==> src/rtl/sacl_pkg.sv <==
// Package for the set-associative LRU tag store.
// Holds default sizes, field widths, register indexes and the control state type.
// No dependencies; imported by sacl_lookup, the top level and the testbench.
package sacl_pkg;

  // Defaults for the top-level parameters.
  localparam int unsigned MaxWaysDef   = 8;
  localparam int unsigned MaxSetsDef   = 256;
  localparam int unsigned AddrWidthDef = 32;

  // Width of the access counter and of the per-line stamps.
  localparam int unsigned STAMP_W = 32;

  // Configuration port.
  localparam int unsigned CFG_IDX_W  = 2;
  localparam int unsigned CFG_DATA_W = 5;

  // Raw set index before reduction: index_bits can ask for up to 15 bits.
  localparam int unsigned IDX_RAW_W = 15;
  // Sum of offset and index widths (31 + 15 at most).
  localparam int unsigned SHIFT_W   = 6;

  typedef enum logic [CFG_IDX_W-1:0] {
    CfgWritePolicy = 2'd0,
    CfgOffsetBits  = 2'd1,
    CfgIndexBits   = 2'd2,
    CfgWaysInUse   = 2'd3
  } cfg_reg_e;

  typedef enum logic [1:0] {
    StClear,
    StIdle,
    StReduce,
    StLookup
  } state_e;

  localparam logic PolicyWriteBack    = 1'b0;
  localparam logic PolicyWriteThrough = 1'b1;
  localparam logic ModeWrite          = 1'b1;

endpackage

==> src/rtl/sacl_lookup.sv <==
// Tag compare and LRU victim selection over the ways of one set.
// Depends on sacl_pkg for the stamp width.
module sacl_lookup import sacl_pkg::*; #(
  parameter int unsigned MAX_WAYS   = MaxWaysDef,
  parameter int unsigned ADDR_WIDTH = AddrWidthDef
) (
  input  logic [MAX_WAYS-1:0]                 valid_i,
  input  logic [MAX_WAYS-1:0][ADDR_WIDTH-1:0] tag_i,
  input  logic [MAX_WAYS-1:0][STAMP_W-1:0]    stamp_i,
  input  logic [ADDR_WIDTH-1:0]               req_tag_i,
  input  logic [3:0]                          ways_i,
  output logic [MAX_WAYS-1:0]                 match_o,
  output logic [MAX_WAYS-1:0]                 victim_o
);

  logic [4:0]          ways_eff;
  logic [MAX_WAYS-1:0] way_en;
  logic [MAX_WAYS-1:0] is_min;
  logic [MAX_WAYS-1:0] first_inv;

  // A way count of zero acts as one; counts above the built ways saturate.
  always_comb begin
    if (ways_i == 4'd0) begin
      ways_eff = 5'd1;
    end else if (5'(ways_i) > 5'(MAX_WAYS)) begin
      ways_eff = 5'(MAX_WAYS);
    end else begin
      ways_eff = 5'(ways_i);
    end
    for (int w = 0; w < MAX_WAYS; w++) begin
      way_en[w] = 5'(w) < ways_eff;
    end
  end

  // First valid way whose tag matches.
  always_comb begin
    logic found;
    found   = 1'b0;
    match_o = '0;
    for (int w = 0; w < MAX_WAYS; w++) begin
      if (way_en[w] && valid_i[w] && (tag_i[w] == req_tag_i) && !found) begin
        match_o[w] = 1'b1;
        found      = 1'b1;
      end
    end
  end

  // Oldest way: a way wins when its stamp is below every lower way's stamp and
  // not above any higher way's stamp, so ties go to the lowest way.
  always_comb begin
    logic oldest;
    for (int i = 0; i < MAX_WAYS; i++) begin
      oldest = way_en[i];
      for (int j = 0; j < MAX_WAYS; j++) begin
        if (j != i && way_en[j]) begin
          if (j < i) begin
            oldest = oldest && (stamp_i[i] < stamp_i[j]);
          end else begin
            oldest = oldest && (stamp_i[i] <= stamp_i[j]);
          end
        end
      end
      is_min[i] = oldest;
    end
  end

  // An empty way in use always takes precedence over the LRU choice.
  always_comb begin
    logic found;
    found     = 1'b0;
    first_inv = '0;
    for (int w = 0; w < MAX_WAYS; w++) begin
      if (way_en[w] && !valid_i[w] && !found) begin
        first_inv[w] = 1'b1;
        found        = 1'b1;
      end
    end
    victim_o = found ? first_inv : is_min;
  end

endmodule

==> config.mk <==
export PLATFORM = sky130hd
export DESIGN_NAME = sacl_lookup
export DESIGN_NICKNAME = d
export VERILOG_FILES = /design/src/rtl/sacl_pkg.sv /design/src/rtl/sacl_lookup.sv
export SDC_FILE = /design/constraint.sdc
export NUM_CORES = 1
export LEC_CHECK = 0
export BUFFER_PORTS_ARGS = -buffer_cell sky130_fd_sc_hd__buf_2
export CORE_AREA = 5 5 219 221
export DETAILED_ROUTE_END_ITERATION = 10
export DIE_AREA = 0 0 224 226
export GPL_TIMING_DRIVEN = 0
export PLACE_DENSITY = 0.77
export SKIP_LAST_GASP = 1
export SLEW_MARGIN = 5
export SYNTH_ARGS = -nofsm -noshare
export SYNTH_HDL_FRONTEND = slang
export SYNTH_SLANG_ARGS = --single-unit
==> constraint.sdc <==
create_clock -name vclk -period 6.5
set_clock_uncertainty 0.1 [all_clocks]
set_input_delay 0.325 -clock vclk [all_inputs]
set_output_delay 0.325 -clock vclk [all_outputs]
set_load 0.02 [all_outputs]
==> summary.md <==
| Metric | Value |
|---|---|
| Hold Crit Start | tag_i[0] |
| Slew Limit Fails | 2 |
| Syn nets | between 4k and 5k |
| Seq cells | 0 |
| Top-area cell type share of the netlist area | 0.478 |
| Via count of the first global-routing pass | between 20k and 30k |
| DRT antenna net count | 0 |
| Met3 wire len | roughly 15000 µm |
| Number of fill cells in the layout | ~4.5k |
| Met2 WL | between 40000 and 50000 µm |
| Highest metal used | met5 |
| Actual slew at the worst max-slew pin | ~1.6 ns |
| CP startpoint | stamp_i[55] |
| Crit end category | output port |
| M1 WL | ~43000 µm |
| First-pass GRT wire length | around 160000 µm |
| Routed vias/inst | 6.68 |
| Power share of the sequential group | 0 |
| Worst hold slack | between 1 and 1.5 ns |
| Worst Hold Depth | 5 |
| Routability Congestion | roughly 1.1 |
| CP startpoint kind | primary input |
| WL final | approximately 120000 µm |
| Tmin final | approximately 5.1 ns |
| Req. time, crit path | between 6 and 7 ns |
| Ratio of cells with drive above 1 in the final layout | 0.158 |
| Yosys Warn Count | 0 |
| CTS-repair resized insts | 0 |
| Synth Area per Inst | approximately 7.9 µm² |
| Most frequent CP cell | buf_2 |
| Final Hold Fails | 0 |
| Hpwl dp | a little over 100000 µm |
| Most frequent cells after synthesis | 896 x ha_1, 344 x a21oi_1, 247 x inv_1, 201 x nand4_1, 188 x nand2_1 |
| Critical path peak fanout | 6 |
| # rows | 79 |
| Die Wd | roughly 220 µm |
| Clock buf count | 0 |
| Leakage power | ~14 nW |
| Failing checks | capacitance limit, slew limit |
| Post-Syn Instances | 2981 |
| Critical Path, Cell by Cell | buf_2 > inv_1 > ha_1 > nand4_1 > a21oi_1 > a2111oi_0 > o21ai_0 > a211oi_1 > nand2_1 > o21ai_1 > buf_2 |
| Multi-input logic area | approximately 22000 µm² |
| Fmax | 196 MHz |
| Comb pwr share | 1.000 |
| Fin crit share | 0.787 |
| Slowest stage delay, CP | between 1 and 1.5 ns |
| Initial antenna violation count | 24 |
| Die area | approximately 50000 µm² |
| Register Area | 0 µm² |
| Most numerous cell in the Yosys netlist | ha_1 |
| Synth cell types | 70 |
| Status | complete, but fails checks |
| Power Internal | 0.741 mW |
| Slowest-stage cell, CP | a2111oi_0 |
| Detailed-route via count | between 20k and 30k |
| CP arrival | approximately 4.7 ns |
| Max_cap viols | 1 |
| DR WL/cell | between 20 and 30 µm |
| # setup viols final | 0 |
| Effective utilization at floorplan | 0.511 |
| RSZ-0062 raised after global routing | false |
| Max IR drop VDD | 53.6 µV |
| # hold bufs at CTS | 0 |
| Clk pwr share | 0 |
| Largest net degree at the start of global routing | 11 |
| Seq/Total Area, Yosys | 0 |
| Min-Delay Path Class | primary input to output port |
| Cell taking the most area after synthesis | ha_1 |
| Gr ovfl total | 0 |
| DRC Markers | 0 |
| Drt first pass iters | 6 |
| Placed instance area | 26900 µm² |
| Dominant cells by area after synthesis | ha_1 48%, a21oi_1 7.3%, xor2_1 6.7%, nand4_1 5.4%, inv_1 3.9% |
| Design area | about 27000 µm² |
| Core Util, Final | 0.587 |
| Max_slew headroom | -0.128 |
| Die H | about 230 µm |
| Area delta synth->final | 14.9% |
| # IOs | 572 |
| GRT Util Overall | 0.430 |
| Post-CTS setup repair buffer count | 0 |
| Fin Setup TNS | 0 ns |
| Initial DRC count | approximately 3.3k |
| NetSw | ~1.2 mW |
| Pwr/cell area | 73.2 nW/µm² |
| Synthesized area | 23500 µm² |
| IO buf count | roughly 540 |
| Core Footprint | 46000 µm² |
| Kind of critical path | primary input to output port |
| Sw Share | 0.625 |
| Layout Nets | between 4k and 5k |
-- kinds of logic after synthesis --
| logic type | after synthesis | share of synthesized area |
|---|---|---|
| xor+xnor | 256 | 0.0955 |
| simple gates | 773 | 0.176 |
| compound gates | 772 | 0.205 |
| buf+inv | 284 | 0.0462 |
| fa+ha+maj | 896 | 0.478 |
-- critical path: cells and delay by family --
family	cells	cell delay, ns
buffers and inverters	3	0.59
adders and majority gates	1	0.30
and+or+nand+nor	2	0.41
AOI/OAI and AO/OA	5	3.05
-- cell usage in the layout, fill, tap and decap left out, types with 33 or more instances in the layout --
cell type | Yosys | layout
ha_1 | 896 | 896
buf_2 | 2 | 539
a21oi_1 | 344 | 344
inv_1 | 247 | 247
nand4_1 | 201 | 201
nand2_1 | 188 | 188
xor2_1 | 179 | 179
a21o_1 | 105 | 105
o21ai_0 | 101 | 101
nor2_1 | 86 | 86
nor4_1 | 80 | 80
nand3_1 | 78 | 78
xnor2_1 | 77 | 77
a211oi_1 | 39 | 38
nor3_1 | 36 | 36
o211ai_1 | 33 | 33
-- metal layers --
layer / vias to the layer above / GRT usage
met5: - / 0
li1: 12600 / -
met3: 502 / 0.112
met1: 12600 / 0.531
met2: 1941 / 0.664
met4: 8 / 0.273
-- stage by stage --
| stage | total power, mW | setup slack [ns] | cells |
|---|---|---|---|
| after floorplan | 1.11 | 3.30 | 2981 |
| after global placement | 1.84 | 1.74 | 4125 |
| after detailed placement | 1.89 | 1.75 | 4126 |
| after CTS | 1.90 | 1.74 | 4126 |
| after global routing | 2.15 | 1.64 | 4140 |
| final | 1.97 | 1.39 | 4144 |
-- worst paths after layout --
kind / endpoint
max: victim_o[4]
min: match_o[0]
-- layout make-up --
class	count	area share
inverters	247	0.0344
multi-input cells	2697	0.830
repair buffers	538	0.0999
plain buffers	37	0.00580
well taps	607	0.0281
diodes	18	0.00167
-- power by group through the flow --
stage / Combinational, mW / Clock (mW) / Sequential (mW)
after floorplan: 1.11 / 0 / 0
after global placement: 1.84 / 0 / 0
after detailed placement: 1.89 / 0 / 0
after CTS: 1.90 / 0 / 0
after global routing: 2.15 / 0.000000289 / 0
final: 1.97 / 0.000000373 / 0
(Power assumes the default switching activity.)
